$ cat src/design/dmxft_pkg.sv
// Package for the DMX frame transmitter: item structs, phase and
// sequencer enums, timing constants. No dependencies.
package dmxft_pkg;

    localparam int LED_W   = 8;
    localparam int LEVEL_W = 8;
    localparam int TIMER_W = 16;
    localparam int BASE_W  = 10;

    localparam int US_PER_CHANNEL = 44;
    localparam int DRAIN_EXTRA_US = 100;
    localparam logic [TIMER_W-1:0] BREAK_WAIT_US = 16'd150;

    localparam logic MODE_TICK  = 1'b0;
    localparam logic MODE_COLOR = 1'b1;

    localparam logic FRAMING_BREAK = 1'b0;
    localparam logic FRAMING_DATA  = 1'b1;

    localparam logic [1:0] LVL_LAST = 2'd2;

    typedef enum logic [1:0] {
        PH_IDLE,
        PH_BREAK,
        PH_DATA,
        PH_DRAIN
    } t_phase;

    typedef enum logic [1:0] {
        SQ_IDLE,
        SQ_COLOR,
        SQ_EMIT,
        SQ_BURST
    } t_seq_state;

    typedef struct packed {
        logic               mode;
        logic [7:0]         elapsed_us;
        logic [4:0]         tx_space;
        logic [LED_W-1:0]   led_number;
        logic [LEVEL_W-1:0] red_level;
        logic [LEVEL_W-1:0] green_level;
        logic [LEVEL_W-1:0] blue_level;
    } t_in_item;

    typedef struct packed {
        logic [7:0] byte_value;
        logic       line_framing;
        logic       last_of_run;
    } t_out_item;

endpackage

$ cat src/design/dmxft_store.sv
// Channel store: single-write, single-read synchronous memory with
// a zeroing sweep after reset. Depends on dmxft_pkg.
module dmxft_store
    import dmxft_pkg::*;
#(
    parameter int CHANNEL_COUNT = 27,
    parameter int AW            = 5
) (
    input  logic               i_clk,
    input  logic               i_rst_n,
    input  logic               i_we,
    input  logic [AW-1:0]      i_waddr,
    input  logic [LEVEL_W-1:0] i_wdata,
    input  logic               i_re,
    input  logic [AW-1:0]      i_raddr,
    output logic [LEVEL_W-1:0] o_rdata,
    output logic               o_clr_busy
);

    logic [LEVEL_W-1:0] r_mem [CHANNEL_COUNT];
    logic [LEVEL_W-1:0] r_rdata;
    logic               r_clr_busy;
    logic [AW-1:0]      r_clr_addr;

    logic               wr_en;
    logic [AW-1:0]      wr_addr;
    logic [LEVEL_W-1:0] wr_data;

    always_comb begin
        if (r_clr_busy) begin
            wr_en   = 1'b1;
            wr_addr = r_clr_addr;
            wr_data = '0;
        end else begin
            wr_en   = i_we;
            wr_addr = i_waddr;
            wr_data = i_wdata;
        end
    end

    always_ff @(posedge i_clk) begin
        if (!i_rst_n) begin
            r_clr_busy <= 1'b1;
            r_clr_addr <= '0;
        end else if (r_clr_busy) begin
            r_clr_addr <= r_clr_addr + AW'(1);
            if (r_clr_addr == AW'(CHANNEL_COUNT - 1)) begin
                r_clr_busy <= 1'b0;
            end
        end
    end

    always_ff @(posedge i_clk) begin
        if (wr_en) begin
            r_mem[wr_addr] <= wr_data;
        end
        if (i_re) begin
            r_rdata <= r_mem[i_raddr];
        end
    end

    assign o_rdata    = r_rdata;
    assign o_clr_busy = r_clr_busy;

endmodule

$ cat src/design/dmxft_seq.sv
// Frame sequencer: item decode, color read-modify-write, phase timer,
// byte bursts from the store, output register. Depends on dmxft_pkg.
module dmxft_seq
    import dmxft_pkg::*;
#(
    parameter int CHANNEL_COUNT  = 27,
    parameter int FIFO_SPACE_MAX = 16,
    parameter int AW             = 5,
    parameter int CW             = 5,
    parameter int SW             = 5
) (
    input  logic               i_clk,
    input  logic               i_rst_n,
    input  logic               i_in_valid,
    output logic               o_in_ready,
    input  t_in_item           i_in_item,
    output logic               o_out_valid,
    input  logic               i_out_ready,
    output t_out_item          o_out_item,
    input  logic               i_clr_busy,
    input  logic [LEVEL_W-1:0] i_rdata,
    output logic               o_we,
    output logic [AW-1:0]      o_waddr,
    output logic [LEVEL_W-1:0] o_wdata,
    output logic               o_re,
    output logic [AW-1:0]      o_raddr
);

    localparam int XW      = (CW > SW) ? CW : SW;
    localparam int LED_MAX = CHANNEL_COUNT / 3;
    localparam logic [TIMER_W-1:0] DRAIN_US =
        TIMER_W'(CHANNEL_COUNT * US_PER_CHANNEL + DRAIN_EXTRA_US);

    t_seq_state r_state, n_state;
    t_phase     r_phase, n_phase;
    logic [TIMER_W-1:0]        r_timer, n_timer;
    logic                      r_dirty, n_dirty;
    logic [CW-1:0]             r_next_ch, n_next_ch;
    logic [SW-1:0]             r_cnt, n_cnt;
    logic [1:0]                r_k, n_k;
    logic [AW-1:0]             r_addr, n_addr;
    logic [2:0][LEVEL_W-1:0]   r_lvl, n_lvl;
    logic                      r_emit_framing, n_emit_framing;
    t_out_item                 r_out, n_out;
    logic                      r_out_valid, n_out_valid;

    logic              acc;
    logic              out_free;
    logic              led_ok;
    logic [BASE_W-1:0] led_m1;
    logic [BASE_W-1:0] base_w;
    logic [TIMER_W:0]  sum_w;
    logic [TIMER_W-1:0] timer_sat;
    logic [SW-1:0]     space_c;
    logic [CW-1:0]     left;
    logic [XW-1:0]     left_x;
    logic [XW-1:0]     space_x;
    logic [XW-1:0]     cnt_x;
    logic              start_emit;
    logic              start_burst;

    assign o_in_ready = (r_state == SQ_IDLE) && !i_clr_busy;
    assign acc        = i_in_valid && o_in_ready;
    assign out_free   = !r_out_valid || i_out_ready;

    assign led_ok = (i_in_item.led_number != '0) &&
                    (32'(i_in_item.led_number) <= LED_MAX);
    assign led_m1 = BASE_W'(i_in_item.led_number) - BASE_W'(1);
    assign base_w = (led_m1 << 1) + led_m1;

    assign sum_w     = {1'b0, r_timer} + (TIMER_W + 1)'(i_in_item.elapsed_us);
    assign timer_sat = sum_w[TIMER_W] ? '1 : sum_w[TIMER_W-1:0];

    assign space_c = (32'(i_in_item.tx_space) > FIFO_SPACE_MAX) ?
                     SW'(FIFO_SPACE_MAX) : SW'(i_in_item.tx_space);
    assign left    = CW'(CHANNEL_COUNT) - r_next_ch;
    assign left_x  = XW'(left);
    assign space_x = XW'(space_c);
    assign cnt_x   = (left_x < space_x) ? left_x : space_x;

    assign start_emit  = ((r_phase == PH_IDLE) && r_dirty) ||
                         ((r_phase == PH_BREAK) && (timer_sat >= BREAK_WAIT_US));
    assign start_burst = (r_phase == PH_DATA) && (space_c != '0);

    always_comb begin
        n_state = r_state;
        case (r_state)
            SQ_IDLE: begin
                if (acc) begin
                    if (i_in_item.mode == MODE_COLOR) begin
                        n_state = led_ok ? SQ_COLOR : SQ_IDLE;
                    end else if (start_emit) begin
                        n_state = SQ_EMIT;
                    end else if (start_burst) begin
                        n_state = SQ_BURST;
                    end
                end
            end
            SQ_COLOR: begin
                if (r_k == LVL_LAST) begin
                    n_state = SQ_IDLE;
                end
            end
            SQ_EMIT: begin
                if (out_free) begin
                    n_state = SQ_IDLE;
                end
            end
            SQ_BURST: begin
                if (out_free && (r_cnt == SW'(1))) begin
                    n_state = SQ_IDLE;
                end
            end
            default: n_state = SQ_IDLE;
        endcase
    end

    always_comb begin
        n_phase        = r_phase;
        n_timer        = r_timer;
        n_dirty        = r_dirty;
        n_next_ch      = r_next_ch;
        n_cnt          = r_cnt;
        n_k            = r_k;
        n_addr         = r_addr;
        n_lvl          = r_lvl;
        n_emit_framing = r_emit_framing;
        n_out          = r_out;
        n_out_valid    = r_out_valid && !i_out_ready;
        o_we           = 1'b0;
        o_waddr        = r_addr;
        o_wdata        = r_lvl[0];
        o_re           = 1'b0;
        o_raddr        = r_addr;
        case (r_state)
            SQ_IDLE: begin
                if (acc) begin
                    if (i_in_item.mode == MODE_COLOR) begin
                        if (led_ok) begin
                            n_addr  = AW'(base_w);
                            n_k     = '0;
                            n_lvl   = {i_in_item.blue_level, i_in_item.green_level,
                                       i_in_item.red_level};
                            o_re    = 1'b1;
                            o_raddr = AW'(base_w);
                        end
                    end else begin
                        n_timer = timer_sat;
                        case (r_phase)
                            PH_IDLE: begin
                                if (r_dirty) begin
                                    n_timer        = '0;
                                    n_dirty        = 1'b0;
                                    n_phase        = PH_BREAK;
                                    n_emit_framing = FRAMING_BREAK;
                                end
                            end
                            PH_BREAK: begin
                                if (timer_sat >= BREAK_WAIT_US) begin
                                    n_timer        = '0;
                                    n_next_ch      = '0;
                                    n_phase        = PH_DATA;
                                    n_emit_framing = FRAMING_DATA;
                                end
                            end
                            PH_DATA: begin
                                if (space_c != '0) begin
                                    n_cnt   = SW'(cnt_x);
                                    o_re    = 1'b1;
                                    o_raddr = AW'(r_next_ch);
                                    if (left_x <= space_x) begin
                                        n_phase = PH_DRAIN;
                                    end
                                end
                            end
                            PH_DRAIN: begin
                                if (timer_sat >= DRAIN_US) begin
                                    n_phase = PH_IDLE;
                                end
                            end
                            default: n_phase = PH_IDLE;
                        endcase
                    end
                end
            end
            SQ_COLOR: begin
                o_we    = 1'b1;
                o_waddr = r_addr;
                o_wdata = r_lvl[0];
                if (i_rdata != r_lvl[0]) begin
                    n_dirty = 1'b1;
                end
                n_lvl = {{LEVEL_W{1'b0}}, r_lvl[2:1]};
                if (r_k != LVL_LAST) begin
                    o_re    = 1'b1;
                    o_raddr = r_addr + AW'(1);
                    n_addr  = r_addr + AW'(1);
                    n_k     = r_k + 2'd1;
                end
            end
            SQ_EMIT: begin
                if (out_free) begin
                    n_out       = '{byte_value: 8'h00, line_framing: r_emit_framing,
                                    last_of_run: 1'b1};
                    n_out_valid = 1'b1;
                end
            end
            SQ_BURST: begin
                if (out_free) begin
                    n_out       = '{byte_value: i_rdata, line_framing: FRAMING_DATA,
                                    last_of_run: (r_cnt == SW'(1))};
                    n_out_valid = 1'b1;
                    n_next_ch   = r_next_ch + CW'(1);
                    n_cnt       = r_cnt - SW'(1);
                    if (r_cnt != SW'(1)) begin
                        o_re    = 1'b1;
                        o_raddr = AW'(r_next_ch + CW'(1));
                    end
                end
            end
            default: ;
        endcase
    end

    always_ff @(posedge i_clk) begin
        if (!i_rst_n) begin
            r_state     <= SQ_IDLE;
            r_phase     <= PH_IDLE;
            r_timer     <= '0;
            r_dirty     <= 1'b1;
            r_next_ch   <= '0;
            r_cnt       <= '0;
            r_k         <= '0;
            r_out_valid <= 1'b0;
        end else begin
            r_state     <= n_state;
            r_phase     <= n_phase;
            r_timer     <= n_timer;
            r_dirty     <= n_dirty;
            r_next_ch   <= n_next_ch;
            r_cnt       <= n_cnt;
            r_k         <= n_k;
            r_out_valid <= n_out_valid;
        end
    end

    always_ff @(posedge i_clk) begin
        r_addr         <= n_addr;
        r_lvl          <= n_lvl;
        r_emit_framing <= n_emit_framing;
        r_out          <= n_out;
    end

    assign o_out_valid = r_out_valid;
    assign o_out_item  = r_out;

`ifndef NO_ASSERTIONS
    a_burst_cnt: assert property (@(posedge i_clk) disable iff (!i_rst_n)
        (r_state == SQ_BURST) |-> (r_cnt != '0))
        else $error("burst running with zero count");

    a_data_bound: assert property (@(posedge i_clk) disable iff (!i_rst_n)
        (r_phase == PH_DATA) |-> (r_next_ch < CW'(CHANNEL_COUNT)))
        else $error("data phase past last channel");

    a_burst_end: assert property (@(posedge i_clk) disable iff (!i_rst_n)
        (r_state == SQ_BURST) && out_free && (r_cnt == SW'(1)) |=>
        (r_state == SQ_IDLE) && o_out_valid && o_out_item.last_of_run)
        else $error("burst end not marked");

    a_clr_block: assert property (@(posedge i_clk) disable iff (!i_rst_n)
        i_clr_busy |-> !o_in_ready && !o_we)
        else $error("activity during store clear");
`endif

endmodule

$ cat src/design/dmx_frame_transmitter_core.sv
// Top level of the DMX frame transmitter: channel store and frame sequencer.
// Depends on dmxft_pkg, dmxft_store, dmxft_seq.
//
// After reset the channel store is zeroed, during which no item is taken.
// One item is handled at a time through the single-write, single-read
// store: a color write is one read, then three read-modify-write steps; a
// tick that sends the break or start code sends one output byte; a tick in
// the data phase that sends n bytes sends one byte per cycle from the store
// read port while the output is not stalled.
module dmx_frame_transmitter_core
    import dmxft_pkg::*;
#(
    parameter int CHANNEL_COUNT  = 27,
    parameter int FIFO_SPACE_MAX = 16
) (
    input  logic      i_clk,
    input  logic      i_rst_n,
    input  logic      i_in_valid,
    output logic      o_in_ready,
    input  t_in_item  i_in_item,
    output logic      o_out_valid,
    input  logic      i_out_ready,
    output t_out_item o_out_item
);

    localparam int AW = $clog2(CHANNEL_COUNT);
    localparam int CW = $clog2(CHANNEL_COUNT + 1);
    localparam int SW = $clog2(FIFO_SPACE_MAX + 1);

    logic               clr_busy;
    logic [LEVEL_W-1:0] rdata;
    logic               we;
    logic [AW-1:0]      waddr;
    logic [LEVEL_W-1:0] wdata;
    logic               re;
    logic [AW-1:0]      raddr;

    dmxft_store #(
        .CHANNEL_COUNT (CHANNEL_COUNT),
        .AW            (AW)
    ) u_store (
        .i_clk      (i_clk),
        .i_rst_n    (i_rst_n),
        .i_we       (we),
        .i_waddr    (waddr),
        .i_wdata    (wdata),
        .i_re       (re),
        .i_raddr    (raddr),
        .o_rdata    (rdata),
        .o_clr_busy (clr_busy)
    );

    dmxft_seq #(
        .CHANNEL_COUNT  (CHANNEL_COUNT),
        .FIFO_SPACE_MAX (FIFO_SPACE_MAX),
        .AW             (AW),
        .CW             (CW),
        .SW             (SW)
    ) u_seq (
        .i_clk       (i_clk),
        .i_rst_n     (i_rst_n),
        .i_in_valid  (i_in_valid),
        .o_in_ready  (o_in_ready),
        .i_in_item   (i_in_item),
        .o_out_valid (o_out_valid),
        .i_out_ready (i_out_ready),
        .o_out_item  (o_out_item),
        .i_clr_busy  (clr_busy),
        .i_rdata     (rdata),
        .o_we        (we),
        .o_waddr     (waddr),
        .o_wdata     (wdata),
        .o_re        (re),
        .o_raddr     (raddr)
    );

endmodule

$ cat config.mk
export PLATFORM = sky130hd
export DESIGN_NAME = dmx_frame_transmitter_core
export DESIGN_NICKNAME = d
export VERILOG_FILES = /design/src/design/dmxft_pkg.sv /design/src/design/dmxft_store.sv /design/src/design/dmxft_seq.sv /design/src/design/dmx_frame_transmitter_core.sv
export SDC_FILE = /design/constraint.sdc
export NUM_CORES = 1
export LEC_CHECK = 0
export ABC_AREA = 1
export BUFFER_PORTS_ARGS = -buffer_cell sky130_fd_sc_hd__buf_4
export CORE_ASPECT_RATIO = 1.75
export CORE_UTILIZATION = 25
export DETAILED_ROUTE_END_ITERATION = 8
export PLACE_DENSITY = 0.46
export SLEW_MARGIN = 20
export SYNTH_ARGS = -nofsm -noshare
export SYNTH_HDL_FRONTEND = slang
export SYNTH_SLANG_ARGS = --single-unit
export TNS_END_PERCENT = 10
$ cat constraint.sdc
create_clock -name i_clk -period 3.7 [get_ports i_clk]
set_input_delay 0 -clock i_clk [delete_from_list [all_inputs] [get_ports i_clk]]
set_output_delay 0 -clock i_clk [all_outputs]
set_load 0.005 [all_outputs]
==> results of run 1 <==
==> synth_stat cells, drive strengths merged (11+ instances only) <==
library cell	n	area share, %
inv	213	5.2
xor2	14	0.80
nand3	253	8.4
a21oi	58	1.9
clkbuf	32	0.78
dfxtp	40	5.2
nand2	406	10
nor2	128	3.3
buf	38	1.4
nand4	11	0.45
ha	30	2.4
edfxtp	264	52
nand3b	91	4.4
o21ai	34	1.1
o211ai	14	0.68
==> through the flow <==
stage | worst slack, ps | area, sq um
floorplan | 515 | 15400
finish | 542 | 18100
CTS | 534 | 18100
detailed placement | 443 | 16800
global route | 243 | 18100
global placement | 496 | 16800
==> registers in the layout, indices dropped and copies added (netlist names), 2 cells and up <==
signal	count
u_store.r_mem	216
u_seq.o_wdata	8
u_seq.r_k	2
u_seq.r_next_ch	5
u_seq.o_out_item	10
u_seq.r_phase	2
u_seq.r_lvl	16
u_seq.r_state	2
u_seq.r_cnt	5
u_seq.r_timer	16
u_seq.o_waddr	5
u_store.r_clr_addr	5
u_store.o_rdata	8
==> cell type report <==
class                      count  share of cell area [%]
timing repair buffer         125                    5.94
clock buffer                  42                    4.50
multi-input combinational   1082                    30.9
sequential                   304                    48.2
clock inverter                12                   0.622
tap                          786                    5.43
inverter                     213                    4.42
==> kinds of logic (layout without fill, tap and decap cells) <==
kind of cell	Yosys count	in the layout
simple gates	906	906
xor+xnor	20	20
buf+inv	283	392
flops	304	304
fa+ha+maj	32	32
compound gates	124	124
==> worst max-delay path, cell delays in order (launching register included) <==
cell	delay, ps
edfxtp_1	480
ha_1	340
o211ai_1	200
nand2_1	70
a21oi_1	120
nand3_1	160
o21bai_4	710
buf_12	290
nand3_1	140
nand3_1	100
nand3_1	170
nand2_1	110
nand2_1	60
nand2_1	60
==> path summary, 6_finish.rpt <==
path	from	end	slack (ps)	cells after the start
worst max-delay path	u_seq.o_waddr[0]$_DFFE_PP_	u_store.o_rdata[1]$_DFFE_PP_	540	13
worst min-delay path	i_in_item[38]	u_seq.r_timer[1]$_SDFFE_PN0P_	80	6
worst max register to register	u_seq.o_waddr[0]$_DFFE_PP_	u_store.o_rdata[1]$_DFFE_PP_	540	13
worst min register to register	u_seq.r_timer[0]$_SDFFE_PN0P_	u_seq.r_timer[0]$_SDFFE_PN0P_	470	2
==> layout by cell type (no fill, tap or decap), types with 4 or more instances in the layout <==
| cell | synthesis | final |
|---|---|---|
| a21oi_1 | 57 | 57 |
| buf_12 | 0 | 4 |
| buf_4 | 13 | 86 |
| clkbuf_1 | 32 | 9 |
| clkbuf_16 | 0 | 29 |
| clkbuf_8 | 0 | 4 |
| clkinvlp_4 | 0 | 4 |
| dfxtp_1 | 40 | 40 |
| dlygate4sd3_1 | 0 | 35 |
| edfxtp_1 | 264 | 264 |
| ha_1 | 30 | 30 |
| inv_1 | 205 | 205 |
| inv_2 | 8 | 8 |
| nand2_1 | 402 | 401 |
| nand3_1 | 250 | 250 |
| nand3b_1 | 91 | 91 |
| nand4_1 | 11 | 11 |
| nor2_1 | 123 | 115 |
| nor2_4 | 2 | 11 |
| nor3_1 | 6 | 6 |
| o211ai_1 | 14 | 14 |
| o21ai_0 | 30 | 30 |
| or2_2 | 4 | 4 |
| xnor2_1 | 6 | 6 |
| xor2_1 | 14 | 14 |
==> metal layers <==
metal / up-vias / share of wire (%)
li1: 5784 / -
met1: 5773 / 36
met2: 271 / 56
met3: 86 / 3.0
met4: 0 / 5.2
met5: - / 0
==> repair_timing <==
| item | CTS | global route |
|---|---|---|
| endpoints found under the setup margin | 0 | 0 |
| hold endpoints to repair | 43 | 0 |
| hold buffers | 35 | 0 |
| buffers inserted | 0 | 0 |
==> report_power, final <==
| group | switching [W] | internal [W] | total [W] |
|---|---|---|---|
| logic | 0.00355 | 0.00151 | 0.00506 |
| clock network | 0.00138 | 0.00161 | 0.00299 |
| registers | 0.000129 | 0.00394 | 0.00407 |
| total | 0.00506 | 0.00705 | 0.0121 |
==> reports/metrics.csv, run 1 <==
metric,value,unit
max_clock_freq,317,MHz
hold_path_class,in -> reg,
critPathLaunchType,flop,
die_width,189,um
worst_pin_slew,1020,ps
routed_wl,48400,um
crit_required,4160,ps
ys.flop_type,edfxtp_1,
clockBufferDepth,3,
synth-seq-cells,304,
seqCellArea,8730,sq um
via_per_inst,4.65,
top_usage_layer,met2,
first_pass_iters,5,
clock_latency,590,ps
cts_root_buf,clkbuf_16,
clock_sinks,304,
power_density,669,nW/um^2
fin_tns_setup,0,ps
synth_mux_area_share,0,%
hold_viol_final,0,
place_hpwl,34600,um
stdcell_count,2564,
grt_overflow_total,0,
final_nets,1837,
synth_compound_area_share,4.69,%
wire_per_inst,18.9,um
cts_resized,0,
drv_slew,0,
synth_top_family_by_area,simple AND/OR/NAND/NOR gates,
synth-edff-count,264,
grt_max_degree,105,
drive_above_1_share,9.67,%
synthAdderAreaFrac,2.71,%
syn_to_final_growth,17.9,%
drt_iter0_drc,670,
power_leakage,7.44,nW
remaining_drc_errors,0,
status,"finished, final reports clean",
place.port_buffers,61,
grtUsageMet2,31.0,%
whs,81.9,ps
grt_first_pass_wirelength,73300,um
fillers,6435,
cts_tree,yes,
insertedDiodeCount,0,
worst-path-max-fanout,36,
rsz0062_at_grt,false,
synthSimpleGateAreaFrac,27.2,%
clk_pin_slew,70,ps
ys_types,48,
cts_inserted_buffers,29,
vias,11900,
async_flop_share,0,%
postLayoutCoreUtil,29.9,%
avgSynthCellArea,9.20,sq um
grt_use_total,15.6,%
multi_input_comb_area,5590,sq um
grt_use_met3,1.65,%
cp-end-kind,flop,
post-place-cells,2475,
ys_warn_count,0,
grt_antenna_before_repair,0,
total_power,0.0121,W
final_antenna_net_count,0,
finClkSkew,16.5,ps
period_share,85.4,%
ios,62,
coreArea,60500,sq um
ir_drop,0.508,mV
max_slew_margin,31.7,%
start_util,25.4,%
dieArea,62500,sq um
met1_usage,15.5,%
synth-seq-area-share,56.8,%
rows,119,
ctsHtreeMaxLevel,1,
gp_congestion,0.853,
die_h,330,um
grt_pass1_vias,12200,
syn_nets,1751,
cap_viol_max_count,0,
synth-xor-area-share,1.14,%
netlist_area,15400,sq um
cp.arrival,3620,ps
critPathKind,reg -> reg,
post-route-min-period,3160,ps
synth_cells,1669,
setup_violations,0,
Note: power is estimated with default switching activity, not from simulation.
==> run 2: changes to the inputs <==
--- a/config.mk
+++ b/config.mk
@@ -10,7 +10,7 @@
 export CORE_ASPECT_RATIO = 1.75
 export CORE_UTILIZATION = 25
 export DETAILED_ROUTE_END_ITERATION = 8
-export PLACE_DENSITY = 0.46
+export PLACE_DENSITY = 0.49
 export SLEW_MARGIN = 20
 export SYNTH_ARGS = -nofsm -noshare
 export SYNTH_HDL_FRONTEND = slang
==> constraint.sdc (replaced) <==
create_clock -name i_clk -period 3.2 [get_ports i_clk]
set_input_delay 0 -clock i_clk [delete_from_list [all_inputs] [get_ports i_clk]]
set_output_delay 0 -clock i_clk [all_outputs]
set_load 0.005 [all_outputs]
==> reports/metrics.csv, run 2 (synthesis results as in run 1) <==
metric,value,unit,change
status,"finished, final reports clean",,
drt_iter0_drc,705,,+5.2%
endpoint,u_store.o_rdata[2]$_DFFE_PP_,,
drv_slew,0,,unchanged
largest_register,u_store.r_mem,,
r2r_cells,17,,+4
grt_first_pass_wirelength,69800,um,-4.8%
critPathKind,reg -> reg,,
reg2reg_from,u_seq.r_cnt[1]$_SDFFE_PN0P_,,
ios,62,,unchanged
cts_tree,yes,,
cts_inserted_buffers,29,,unchanged
crit_required,3520,ps,-640 ps
max_slew_margin,36.5,%,+4.8 points
clk_pin_slew,70,ps,about the same
cts_setup_buffers,0,,unchanged
drive_above_1_share,10.7,%,+1.0 points
syn_to_final_growth,18.7,%,
rsz0062_at_grt,false,,
max_clock_freq,340,MHz,+7.2%
power_density,754,nW/um^2,+13%
via_per_inst,4.58,,-1.4%
cp.arrival,3270,ps,-350 ps
seqCellArea,8730,sq um,unchanged
fin_tns_setup,0,ps,unchanged
total_power,0.0137,W,+13%
layout_commonest_cell,nand2_1,,
cap_viol_max_count,0,,unchanged
reg_top3,"u_store.r_mem (216), u_seq.r_lvl (16), u_seq.r_timer (16)",,
grt_pass1_vias,12100,,-1.4%
worstReg2RegEnd,u_store.o_rdata[2]$_DFFE_PP_,,
place_hpwl,32300,um,-6.8%
hold_viol_final,0,,unchanged
final_nets,1861,,+1.3%
start_util,25.4,%,unchanged
critPathLaunchType,flop,,
post-route-min-period,2950,ps,-213 ps
rows,119,,unchanged
power_leakage,7.55,nW,+1.5%
ctsHtreeMaxLevel,1,,unchanged
final_antenna_net_count,0,,unchanged
cts_root_buf,clkbuf_16,,
dieArea,62500,sq um,unchanged
clock_sinks,304,,unchanged
largest_reg_flops,216,,unchanged
startpoint,u_seq.r_cnt[1]$_SDFFE_PN0P_,,
mostFrequentLayoutCells,"nand2_1 (401), edfxtp_1 (264), nand3_1 (250), inv_1 (205), nor2_1 (115)",,
coreArea,60500,sq um,unchanged
dpl_cell_area,17000,sq um,+1.1%
clock_latency,560,ps,-30 ps
first_pass_iters,5,,unchanged
clockBufferDepth,3,,unchanged
cp-end-kind,flop,,
remaining_drc_errors,0,,unchanged
die_width,189,um,unchanged
place.port_buffers,61,,unchanged
hold_path_class,in -> reg,,
wire_per_inst,17.6,um,-6.8%
insertedDiodeCount,0,,unchanged
worst_pin_slew,951,ps,-71.2 ps
die_h,330,um,unchanged
grt_use_total,14.5,%,-1.0 points
grt_antenna_before_repair,0,,unchanged
multi_input_comb_area,5580,sq um,-0.13%
ff2ff_setup_slack,250,ps,-290 ps
setup_violations,0,,unchanged
routed_wl,45500,um,-6.0%
ir_drop,0.690,mV,+36%
period_share,92.0,%,+6.7 points
fillers,6441,,+0.093%
finClkSkew,9.49,ps,-6.99 ps
postLayoutCellArea,18200,sq um,+0.66%
gp_congestion,0.882,,+3.4%
worst-path-max-fanout,104,,+190%
grt_overflow_total,0,,unchanged
grt_max_degree,105,,unchanged
vias,11800,,-0.56%
-- run 2: cell type report --
type                            instances  share of cell area [%]
Multi-Input combinational cell       1082                    30.6
Timing Repair Buffer                  149                    6.94
Inverter                              213                    4.39
Clock buffer                           36                    4.13
Sequential cell                       304                    47.9
Tap cell                              786                    5.40
Clock inverter                         16                   0.632
-- run 2: repair_timing --
item | 4_1_cts | 5_1_grt
hold endpoints to repair | 43 | 0
endpoints found under the setup margin | 0 | 5
gates resized for setup | 0 | 1
hold buffers | 33 | 0
-- run 2: worst min path at each step --
stage,start,to,slack [ps],depth (start not counted)
2_1_floorplan,i_rst_n,u_seq.r_next_ch[4]$_SDFFE_PN0P_,120,2
3_3_place_gp,i_in_item[12],u_seq.r_lvl[12]$_DFFE_PP_,280,3
3_5_place_dp,i_in_item[14],u_seq.r_lvl[14]$_DFFE_PP_,280,3
4_1_cts,i_in_valid,u_seq.r_dirty$_SDFFE_PN1P_,30,6
5_1_grt,i_in_item[30],u_seq.o_waddr[0]$_DFFE_PP_,90,5
6_report,i_in_valid,u_seq.r_dirty$_SDFFE_PN1P_,30,6
-- run 2: through the flow --
step                utilization [%]  hold WS (ps)  cells  setup WS [ps]
finish                         30.1          31.7   2586            255
CTS                            30.1          29.4   2586            219
global placement               28.1           279   2501            256
detailed placement             28.1           277   2501            203
floorplan                         -           124   1669           15.4
global route                   30.1          93.2   2586           6.67
-- run 2: report_power, final --
part / switching (W) / internal (W)
clock: 0.00151 / 0.00175
sequential: 0.000147 / 0.00455
combinational: 0.00399 / 0.00179
total: 0.00565 / 0.00809
-- run 2: critical path: stages (launching register included) --
cell	delay, ps
dfxtp_1	360
inv_1	70
ha_1	170
nand3_1	110
nand2_1	220
a21oi_1	180
o21ai_0	110
nand2_1	90
inv_2	50
nand2_4	80
buf_12	330
nand3b_1	130
nand3_1	220
nand3_1	140
nand3_1	100
nand2_1	60
nand2_1	60
nand2_1	50
-- run 2: layer usage --
layer,GRT usage [%],wire (um),vias to the layer above
met5,0,0,-
met4,4.93,1350,0
met3,1.48,1550,72
met2,28.9,25200,254
met1,15.7,17400,5694
li1,-,-,5827
